==> src/rtl/npc_pkg.sv <==
`timescale 1ns / 1ps
`default_nettype none
package npc_pkg;

    localparam logic [1:0] OP_MAP   = 2'd0;
    localparam logic [1:0] OP_ZERO  = 2'd1;
    localparam logic [1:0] OP_WRITE = 2'd2;
    localparam logic [1:0] OP_DROP  = 2'd3;

    localparam int QUEUE_DEPTH = 4;
    localparam int QPTR_W      = 2;

    localparam logic [9:0] DIST_MAX = 10'd765;

    typedef struct packed {
        logic [1:0]  op;
        logic [7:0]  index;
        logic [23:0] data;
    } npc_op_t;

endpackage
`default_nettype wire

==> src/rtl/npc_front.sv <==
`timescale 1ns / 1ps
`default_nettype none
module npc_front #(
    parameter int PALETTE_DEPTH = 256
) (
    input  wire logic            aclk,
    input  wire logic            aresetn,
    input  wire logic            s_valid,
    output logic                 s_ready,
    input  wire logic            s_kind,
    input  wire logic [31:0]     s_pixel_word,
    input  wire logic [7:0]      s_entry_index,
    input  wire logic [23:0]     s_entry_color,
    output npc_pkg::npc_op_t     q_head,
    output logic                 q_empty,
    input  wire logic            q_pop
);
    import npc_pkg::*;

    npc_op_t            op_in;
    npc_op_t            queue_reg [QUEUE_DEPTH];
    logic [QPTR_W-1:0]  wr_ptr_reg, wr_ptr_next;
    logic [QPTR_W-1:0]  rd_ptr_reg, rd_ptr_next;
    logic [QPTR_W:0]    count_reg, count_next;
    logic               push;

    // Classify the incoming transfer
    always_comb begin
        op_in.index = s_entry_index;
        if (s_kind) begin
            op_in.op   = ({1'b0, s_entry_index} < 9'(PALETTE_DEPTH)) ? OP_WRITE : OP_DROP;
            op_in.data = s_entry_color;
        end else begin
            op_in.op   = (s_pixel_word == 32'd0) ? OP_ZERO : OP_MAP;
            op_in.data = s_pixel_word[23:0];
        end
    end

    assign s_ready = (count_reg != (QPTR_W+1)'(QUEUE_DEPTH));
    assign push    = s_valid && s_ready && (op_in.op != OP_DROP);
    assign q_empty = (count_reg == '0);
    assign q_head  = queue_reg[rd_ptr_reg];

    always_comb begin
        wr_ptr_next = push  ? wr_ptr_reg + QPTR_W'(1) : wr_ptr_reg;
        rd_ptr_next = q_pop ? rd_ptr_reg + QPTR_W'(1) : rd_ptr_reg;
        count_next  = count_reg;
        if (push && !q_pop) begin
            count_next = count_reg + (QPTR_W+1)'(1);
        end else if (!push && q_pop) begin
            count_next = count_reg - (QPTR_W+1)'(1);
        end
    end

    always_ff @(posedge aclk) begin
        if (push) begin
            queue_reg[wr_ptr_reg] <= op_in;
        end
    end

    always_ff @(posedge aclk) begin
        if (!aresetn) begin
            wr_ptr_reg <= '0;
            rd_ptr_reg <= '0;
            count_reg  <= '0;
        end else begin
            wr_ptr_reg <= wr_ptr_next;
            rd_ptr_reg <= rd_ptr_next;
            count_reg  <= count_next;
        end
    end

    a_pop_not_empty: assert property (@(posedge aclk) disable iff (!aresetn)
        q_pop |-> !q_empty)
        else $error("queue popped while empty");

    a_count_bound: assert property (@(posedge aclk) disable iff (!aresetn)
        push && !q_pop |=> count_reg <= (QPTR_W+1)'(QUEUE_DEPTH) && !q_empty)
        else $error("queue count out of range");

endmodule
`default_nettype wire

==> config.mk <==
export PLATFORM = sky130hd
export DESIGN_NAME = npc_front
export DESIGN_NICKNAME = d
export VERILOG_FILES = /design/src/rtl/npc_pkg.sv /design/src/rtl/npc_front.sv
export SDC_FILE = /design/constraint.sdc
export NUM_CORES = 1
export LEC_CHECK = 0
export BUFFER_PORTS_ARGS = -buffer_cell sky130_fd_sc_hd__buf_2
export CORE_MARGIN = 3
export CORE_UTILIZATION = 39
export CTS_CLUSTER_SIZE = 10
export DETAILED_ROUTE_END_ITERATION = 12
export SETUP_SLACK_MARGIN = 0.15
export SKIP_CTS_REPAIR_TIMING = 1
export SLEW_MARGIN = 10
export SYNTH_ARGS = -nofsm -noshare
export SYNTH_HDL_FRONTEND = slang
export SYNTH_SLANG_ARGS = --single-unit
==> constraint.sdc <==
create_clock -name aclk -period 4 [get_ports aclk]
set_clock_uncertainty 0.2 [all_clocks]
set_input_delay 0.6 -clock aclk [delete_from_list [all_inputs] [get_ports aclk]]
set_output_delay 0.6 -clock aclk [all_outputs]
set_load 0.02 [all_outputs]
==> results.md, run 1 <==
- CP arrival: between 2 and 2.5 ns
- Horiz. Die Dim: about 130 um
- DR iter-0 viols: 220
- PortBufs: ~100
- Outcome: complete, no violations
- EDFF count, synth: 136
- Register bit total from synthesis: 145
- Commonest cells in the netlist: 136 x edfxtp_1, 30 x mux4_2, 24 x mux2_2
- Largest net degree at the start of global routing: 35
- Avg Inst Size Synth: 21.66 um2
- Synth Area in Simple Gates: 2.715%
- Core area: 14,150 um2
- Clock-pin slew on the worst setup and hold paths: around 0.050 ns
- Gate Count Post-Synth: approximately 270
- Worst Setup Start Kind: flop
- Largest family of logic cells by synthesized area: multiplexers
- First-pass GRT wire length: 17,040 um
- CTS tree: built
- DRC: 0
- Final worst path period need: slightly above 3 ns
- Area of the die: 16,270 um2
- IO Count: 105
- Share of the synthesized area in the top cell type: 70.89%
- Max FFs per register: approximately 140
- Placer Congestion: 0.6834
- Vias: 2,931
- Post-synthesis mux area share: 18.42%
- FMAX: 0.3273 GHz
- WP data required: 3.20 ns
- Pleak: 2.448 nW
- Final setup viols: 0
- Place WS: 1.141 ns
- Final hold vios: 0
- Crit end category: primary output
- Xor-xnor portion of the synthesized cell area: less than 1%
- Rows: 43
- Share of cells above drive strength 1: 48.35%
- Total congestion overflow: 0
- Yosys cell types: 26
- Placed instance area: roughly 6400 um2
- Final worst path period share: around three quarters
- Dominant synthesized flop cell: edfxtp_1
- Unrepaired setup endpoints after global routing: no
- CTS H-tree lvls: 4
- Clock latency at the later pin of the worst-skew pair: 0.41 ns
- Post-DP HPWL: between 7000 and 8000 um
- Syn. warnings: 0
- Post-Route Setup TNS: 0 ns
- Clk buf depth: 2
- Final WL: 11,020 um
- Vias per cell: 5.115
- Hold WS: 0.2083 ns
- Die height: between 100 and 150 um
- Max-slew violation count: 0
- Syn nets: between 300 and 400
- Fill count: 1,184
- CP Max Fanout: 20
- Drt wl/cell: about 19 um
- Max-Cap Viols: 0
- Num CTS Buffers: 17
- Initial Util: 40.71%
- Layout area overhead: 20.87%
- Seq/Total Area, Yosys: 74.02%
- Post-DRT Antenna Nets: 0
- Diode count: 0
- Root Buffer: clkbuf_16
- Top-count cell post-synth: edfxtp_1
- Post-synthesis compound-gate area fraction: less than 1%
- Synth area leader: edfxtp_1
- Post-synthesis adder-cell area fraction: 1.434%
- Area contributors post-synth: edfxtp_1 71%, mux4_2 12%, mux2_2 4.7%
- HP Class: in -> reg
- Drt first pass iters: 4
- PnR worst setup slack: 0.9449 ns
- Tot Pwr: 0.003877 W
- Pwr Density: around 560 nW/um2
- Worst Tran Pin Value: 0.9442 ns
- Mapped cell area: roughly 5800 um2
- Number of antenna violations at the first check in global routing: 0
- CP Class: reg -> out
- Number of global-route vias before repair: 3,098
- Final #Nets: between 400 and 500
- Worst relative slew slack: 37.06%
- Fin area: 6963 um2
- GRT Overall Usage: about 14%
- Fraction of registers with async set/reset: 0%
- Worst VDD drop: between 0.2 and 0.3 mV
- # clock sinks: 145
## kinds of logic after synthesis
| kind of cell | after synthesis |
|---|---|
| AND/OR/NAND/NOR | 28 |
| XOR/XNOR | 4 |
| buffers and inverters | 18 |
| adder cells (fa/ha/maj) | 6 |
| AO/OA/AOI/OAI | 6 |
| multiplexers | 59 |
| flip-flops | 145 |
## stage by stage
step | util (%) | std cells
6_report | 49.21 | 573
2_1_floorplan | - | 266
3_5_place_dp | 45.40 | 541
5_1_grt | 49.21 | 573
3_3_place_gp | 45.40 | 541
4_1_cts | 49.21 | 573
## cell type report
cell class,instances,area [um2],area share (%)
clock buffer,24,451.7,6.487
clock inverter,8,87.58,1.258
inverter,7,26.28,0.3774
multi-input combinational,103,1370,19.68
sequential,145,4267,61.28
tap,180,225.2,3.235
timing repair buffer,106,535.5,7.691
## worst paths after layout
check | startpoint | end | slack, ns | depth (start not counted)
worst max-delay path | flop | q_head[20] | 0.94 | 3
worst min-delay path | s_entry_index[7] | queue_reg[1][31] | 0.21 | 1
worst max register to register | count_reg[0] | queue_reg[3][28] | 1.85 | 3
worst min register to register | count_reg[2] | count_reg[2] | 0.31 | 2
## report_power, final
group / switching [W] / total, W / internal (W)
Clock: 0.000537 / 0.00145 / 0.000908
Combinational: 0.000322 / 0.000554 / 0.000232
Sequential: 0.0000619 / 0.00188 / 0.00182
## routing by layer
metal  GRT usage, %  wire (um)  share of wire, %
met3          3.763        616               5.6
met5              0          0                 0
met1          18.62       4649                42
met2          22.79       5578                51
met4          6.562        171               1.6
## worst max-delay path: stages (launching register included)
cell,delay (ns)
dfxtp_2,0.78
buf_4,0.31
mux4_1,0.57
buf_2,0.18
## placed cells by master (no fill, tap or decap)
cell type and count:
clkinv_2 4, nand3_1 2, nand2_1 1, xor2_1 3
a21oi_1 3, mux4_1 4, nor3_1 2, clkinv_1 2
o21ai_0 3, ha_1 5, buf_4 2, mux2_2 24
and3_2 4, nand4_1 2, buf_2 104, bufinv_16 2
mux2i_1 1, dfxtp_2 2, mux4_2 30, xnor2_1 1
clkbuf_16 17, clkbuf_1 7, edfxtp_1 136, nor3b_2 1
fa_1 1, dfxtp_1 7, nor2_1 7, nor4_1 7
or3_1 2, inv_1 7
Power figures use the tool's default switching activity.
==> run 2: changes to the inputs <==
Clock period 4 ns to 2.74 ns, I/O delays scaled along.
==> results.md, run 2 (synthesis results as in run 1) <==
- Horiz. Die Dim: 127.5 um (unchanged)
- Post-DP HPWL: 7627 um (was 7041 um)
- R2R cell count: 8 (was 3)
- CP Class: reg -> out (unchanged)
- CTS tree: built (unchanged)
- DRC: 0 (unchanged)
- Clk buf depth: 2 (unchanged)
- Diode count: 0 (unchanged)
- Largest net degree at the start of global routing: 22 (was 35)
- Layout area overhead: 22.65% (was 20.87%)
- Worst Tran Pin Value: 0.7758 ns (was 0.9442 ns)
- Worst VDD drop: 0.4343 mV (was 0.2903 mV)
- First-pass GRT wire length: 17,680 um (was 17,040 um)
- FMAX: 0.4077 GHz
- DR iter-0 viols: 178 (was 220)
- Placer Congestion: 0.7160 (was 0.6834)
- Initial Util: 40.71% (unchanged)
- Number of global-route vias before repair: 3,199 (was 3,098)
- CP Cell Sequence: buf_4 > mux4_1 > buf_2 (unchanged)
- Clock-pin slew on the worst setup and hold paths: 0.05 ns (about the same)
- Max incr delay on CP: 0.62 ns (was 0.78 ns)
- HP Class: in -> reg (unchanged)
- Core area: 14,150 um2 (unchanged)
- Pwr Density: 802.6 nW/um2 (was 556.8 nW/um2)
- Pleak: 2.492 nW (was 2.448 nW)
- Tot Pwr: 0.005671 W (was 0.003877 W)
- CP Max Fanout: 15 (was 20)
- Vias: 2,968 (was 2,931)
- Drt first pass iters: 4 (unchanged)
- Clock latency at the later pin of the worst-skew pair: 0.41 ns (about the same)
- Post-DRT Antenna Nets: 0 (unchanged)
- Max-Cap Viols: 0 (unchanged)
- CP top delay family: multiplexers (was flip-flops)
- Num CTS Buffers: 17 (unchanged)
- Worst path bufs/invs: 2 (unchanged)
- Slowest CP cell: mux4_1 (was dfxtp_2)
- Commonest non-fill, non-tap cell in the layout: edfxtp_1 (unchanged)
- Final worst path period share: 89.52%
- Number of antenna violations at the first check in global routing: 1 (was 0)
- Outcome: complete, no violations (unchanged)
- Fin area: 7066 um2 (was 6963 um2)
- GRT Overall Usage: 14.93% (was 14.35%)
- Root Buffer: clkbuf_16 (unchanged)
- Vias per cell: 5.144 (was 5.115)
- Final hold vios: 0 (unchanged)
- Crit end category: primary output (unchanged)
- Final #Nets: 461 (was 455)
- IO Count: 105 (unchanged)
- Drt wl/cell: 20.01 um (was 19.23 um)
- Die height: 127.5 um (unchanged)
- Worst relative slew slack: 47.80% (was 37.06%)
- Hold Path Depth: 1 (unchanged)
- Placed instance area: 6531 um2 (was 6424 um2)
- Max-slew violation count: 0 (unchanged)
- WP data required: 2.13 ns (was 3.20 ns)
- Final setup viols: 0 (unchanged)
- Total congestion overflow: 0 (unchanged)
- Final WL: 11,550 um (was 11,020 um)
- PortBufs: 104 (unchanged)
- Critical Path Stages: 3 (unchanged)
- Post-Route Setup TNS: 0 ns (unchanged)
- Commonest cells after routing, fill and taps aside: 136 x edfxtp_1, 104 x buf_2, 30 x mux4_2 (unchanged)
- Share of cells above drive strength 1: 49.12% (was 48.35%)
- Hold WS: 0.02182 ns (was 0.2083 ns)
- Area of the die: 16,270 um2 (unchanged)
- CTS H-tree lvls: 4 (unchanged)
- # clock sinks: 145 (unchanged)
- Max FFs per register: 136 (unchanged)
- Worst Setup Start Kind: flop (unchanged)
- Final worst path period need: between 2 and 2.5 ns
- Rows: 43 (unchanged)
- CP arrival: 1.84 ns (was 2.26 ns)
- Unrepaired setup endpoints after global routing: no (unchanged)
-- run 2: changes by cell type in the layout (fill, tap and decap cells not counted), sizes merged --
cell,before,now
buf,106,112
clkbuf,24,19
clkinv,6,9
-- run 2: final cells by class --
type | count | area [um2]
Fill cell | 1185 | 7084
Tap cell | 180 | 225.2
Multi-Input combinational cell | 103 | 1370
Timing Repair Buffer | 112 | 646.9
Sequential cell | 145 | 4267
Clock buffer | 19 | 432.9
Clock inverter | 11 | 97.59
Inverter | 7 | 26.28
-- run 2: path summary, 6_finish.rpt --
kind                     from                to  slack (ns)
max                      flop        q_head[31]        0.29
min          s_entry_index[4]  queue_reg[0][28]        0.02
max reg2reg      count_reg[0]      count_reg[2]        0.63
min reg2reg      count_reg[2]      count_reg[2]        0.31
-- run 2: layer usage --
layer  vias up  share of wire, %  global-route usage, %
li1       1343                 -                      -
met5         -              0.11                      0
met2        76                53                  25.39
met4         2               1.4                  5.741
met1      1531                41                  18.12
met3        16               4.8                  4.181
-- run 2: power by group --
group          total [W]  switching [W]  internal, W
clock            0.00209       0.000785      0.00130
sequential       0.00271      0.0000652      0.00265
combinational   0.000871       0.000504     0.000367
-- run 2: per-stage QoR --
| step | utilization (%) | instances | worst slack (ns) |
|---|---|---|---|
| after floorplan | - | 266 | 0.5148 |
| after global placement | 46.16 | 547 | 0.2131 |
| after detailed placement | 46.16 | 547 | 0.1506 |
| after CTS | 49.91 | 577 | 0.1874 |
| after global routing | 49.93 | 577 | 0.1773 |
| final | 49.93 | 577 | 0.2871 |
==> run 3: changes to the inputs <==
Clock period 2.74 ns to 2.55 ns, I/O delays scaled along.
==> results.md, run 3 (synthesis results as in run 1) <==
- # clock sinks: 145 (unchanged)
- Commonest non-fill, non-tap cell in the layout: edfxtp_1 (unchanged)
- Worst relative slew slack: 62.42% (was 47.80%)
- Share of cells above drive strength 1: 50.24% (was 49.12%)
- Final #Nets: 476 (was 461)
- Pwr Density: 860.4 nW/um2 (was 802.6 nW/um2)
- Clock latency at the later pin of the worst-skew pair: 0.40 ns (was 0.41 ns)
- DR iter-0 viols: 151 (was 178)
- Pleak: 2.587 nW (was 2.492 nW)
- Drt first pass iters: 4 (unchanged)
- Horiz. Die Dim: 127.5 um (unchanged)
- Total congestion overflow: 0 (unchanged)
- Layout area overhead: 25.87% (was 22.65%)
- Fill count: 1,185 (unchanged)
- Vias per cell: 5.077 (was 5.144)
- Commonest cells after routing, fill and taps aside: 136 x edfxtp_1, 104 x buf_2, 31 x mux4_2 (was 136 x edfxtp_1, 104 x buf_2, 30 x mux4_2)
- Unrepaired setup endpoints after global routing: yes (was no)
- First-pass GRT wire length: 18,020 um (was 17,680 um)
- Clk buf depth: 2 (unchanged)
- Root Buffer: clkbuf_16 (unchanged)
- Number of antenna violations at the first check in global routing: 1 (unchanged)
- Hold Path Depth: 1 (unchanged)
- Area of the multi-input gates: 1366 um2 (was 1370 um2)
- Area of the die: 16,270 um2 (unchanged)
- PortBufs: 104 (unchanged)
- Worst Tran Pin Value: 0.5585 ns (was 0.7758 ns)
- Post-DRT Antenna Nets: 0 (unchanged)
- Place WS: 0.3144 ns (was 0.1506 ns)
- Die height: 127.5 um (unchanged)
- Largest net degree at the start of global routing: 35 (was 22)
- Num CTS Buffers: 17 (unchanged)
- CP Max Fanout: 9 (was 15)
- CTS H-tree lvls: 4 (unchanged)
- Outcome: complete, no violations (unchanged)
- Diode count: 0 (unchanged)
- WP data required: 1.97 ns (was 2.13 ns)
- Final worst path period need: 2.338 ns
- R2r startpoint: count_reg[0] (unchanged)
- Placed instance area: 6531 um2 (unchanged)
- Core area: 14,150 um2 (unchanged)
- Rows: 43 (unchanged)
- HP Class: in -> reg (unchanged)
- Max-Cap Viols: 0 (unchanged)
- Crit end category: primary output (unchanged)
- Number of global-route vias before repair: 3,235 (was 3,199)
- Placed cells: 552 (was 547)
- GRT Overall Usage: 15.14% (was 14.93%)
- FMAX: 0.4277 GHz
- PnR worst setup slack: 0.2121 ns (was 0.2871 ns)
- CTS tree: built (unchanged)
- Final Non-Filler Cells: 594 (was 577)
- CP Class: reg -> out (unchanged)
- Max FFs per register: 136 (unchanged)
- Fin area: 7251 um2 (was 7066 um2)
- Final worst path period share: 91.68%
- Placer Congestion: 0.7533 (was 0.7160)
- Final setup viols: 0 (unchanged)
- IO Count: 105 (unchanged)
- HP Start: s_entry_index[0] (was s_entry_index[4])
- DRC: 0 (unchanged)
- Post-Route Setup TNS: 0 ns (unchanged)
- R2R cell count: 8 (unchanged)
- Post-DP HPWL: 7694 um (was 7627 um)
- Reg area: 4269 um2 (was 4267 um2)
- Final WL: 11,980 um (was 11,550 um)
- Final hold vios: 0 (unchanged)
- Tot Pwr: 0.006239 W (was 0.005671 W)
- Drt wl/cell: 20.17 um (was 20.01 um)
- Initial Util: 40.71% (unchanged)
- Clock-pin slew on the worst setup and hold paths: 0.05 ns (about the same)
- Max-slew violation count: 0 (unchanged)
- Worst Setup Start Kind: flop (unchanged)
- Vias: 3,016 (was 2,968)
- Worst VDD drop: 0.4739 mV (was 0.4343 mV)
- CP arrival: 1.76 ns (was 1.84 ns)
run 3: changes by cell type in the layout (fill, tap and decap cells not counted), sizes merged:
cell / previous run / this run
clkbuf: 19 / 28
dlygate4sd3: 0 / 7
buf: 112 / 117
clkinv: 9 / 4
clkinvlp: 0 / 1
run 3: worst max-delay path, stage by stage (launching register included):
cell	delay, ns
dfxtp_4	0.45
clkbuf_16	0.22
mux4_2	0.51
buf_2	0.18
run 3: per-stage QoR:
step / hold slack (ns) / utilization, %
2_1_floorplan: 0.2654 / -
5_1_grt: 0.009050 / 51.24
3_3_place_gp: 0.2794 / 46.16
4_1_cts: -0.02625 / 50.14
6_report: 0.01818 / 51.24
3_5_place_dp: 0.3201 / 46.16
run 3: layer usage:
| metal | part of all wire (%) | vias to the layer above | global-route usage [%] |
|---|---|---|---|
| li1 | - | 1384 | - |
| met1 | 43 | 1548 | 18.80 |
| met2 | 52 | 72 | 25.49 |
| met3 | 4.6 | 10 | 5.100 |
| met4 | 0.69 | 2 | 4.164 |
| met5 | 0.17 | - | 0 |
run 3: final timing paths:
kind	end	slack, ns
worst min-delay path	queue_reg[1][24]	0.02
worst max-delay path	q_head[5]	0.21
worst max register to register	count_reg[2]	0.42
worst min register to register	wr_ptr_reg[1]	0.33
run 3: layout make-up:
cell class / count / area share, %
Sequential cell: 145 / 58.88
Multi-Input combinational cell: 103 / 18.84
Timing Repair Buffer: 127 / 11.04
Clock buffer: 25 / 6.557
Tap cell: 180 / 3.106
Clock inverter: 7 / 1.208
Inverter: 7 / 0.3624
run 3: power breakdown:
part	switching (W)	internal, W	leakage [nW]
Sequential	0.0000691	0.00284	1.32
Clock	0.000858	0.00149	0.275
Combinational	0.000558	0.000425	0.992
Total	0.00148	0.00475	2.59
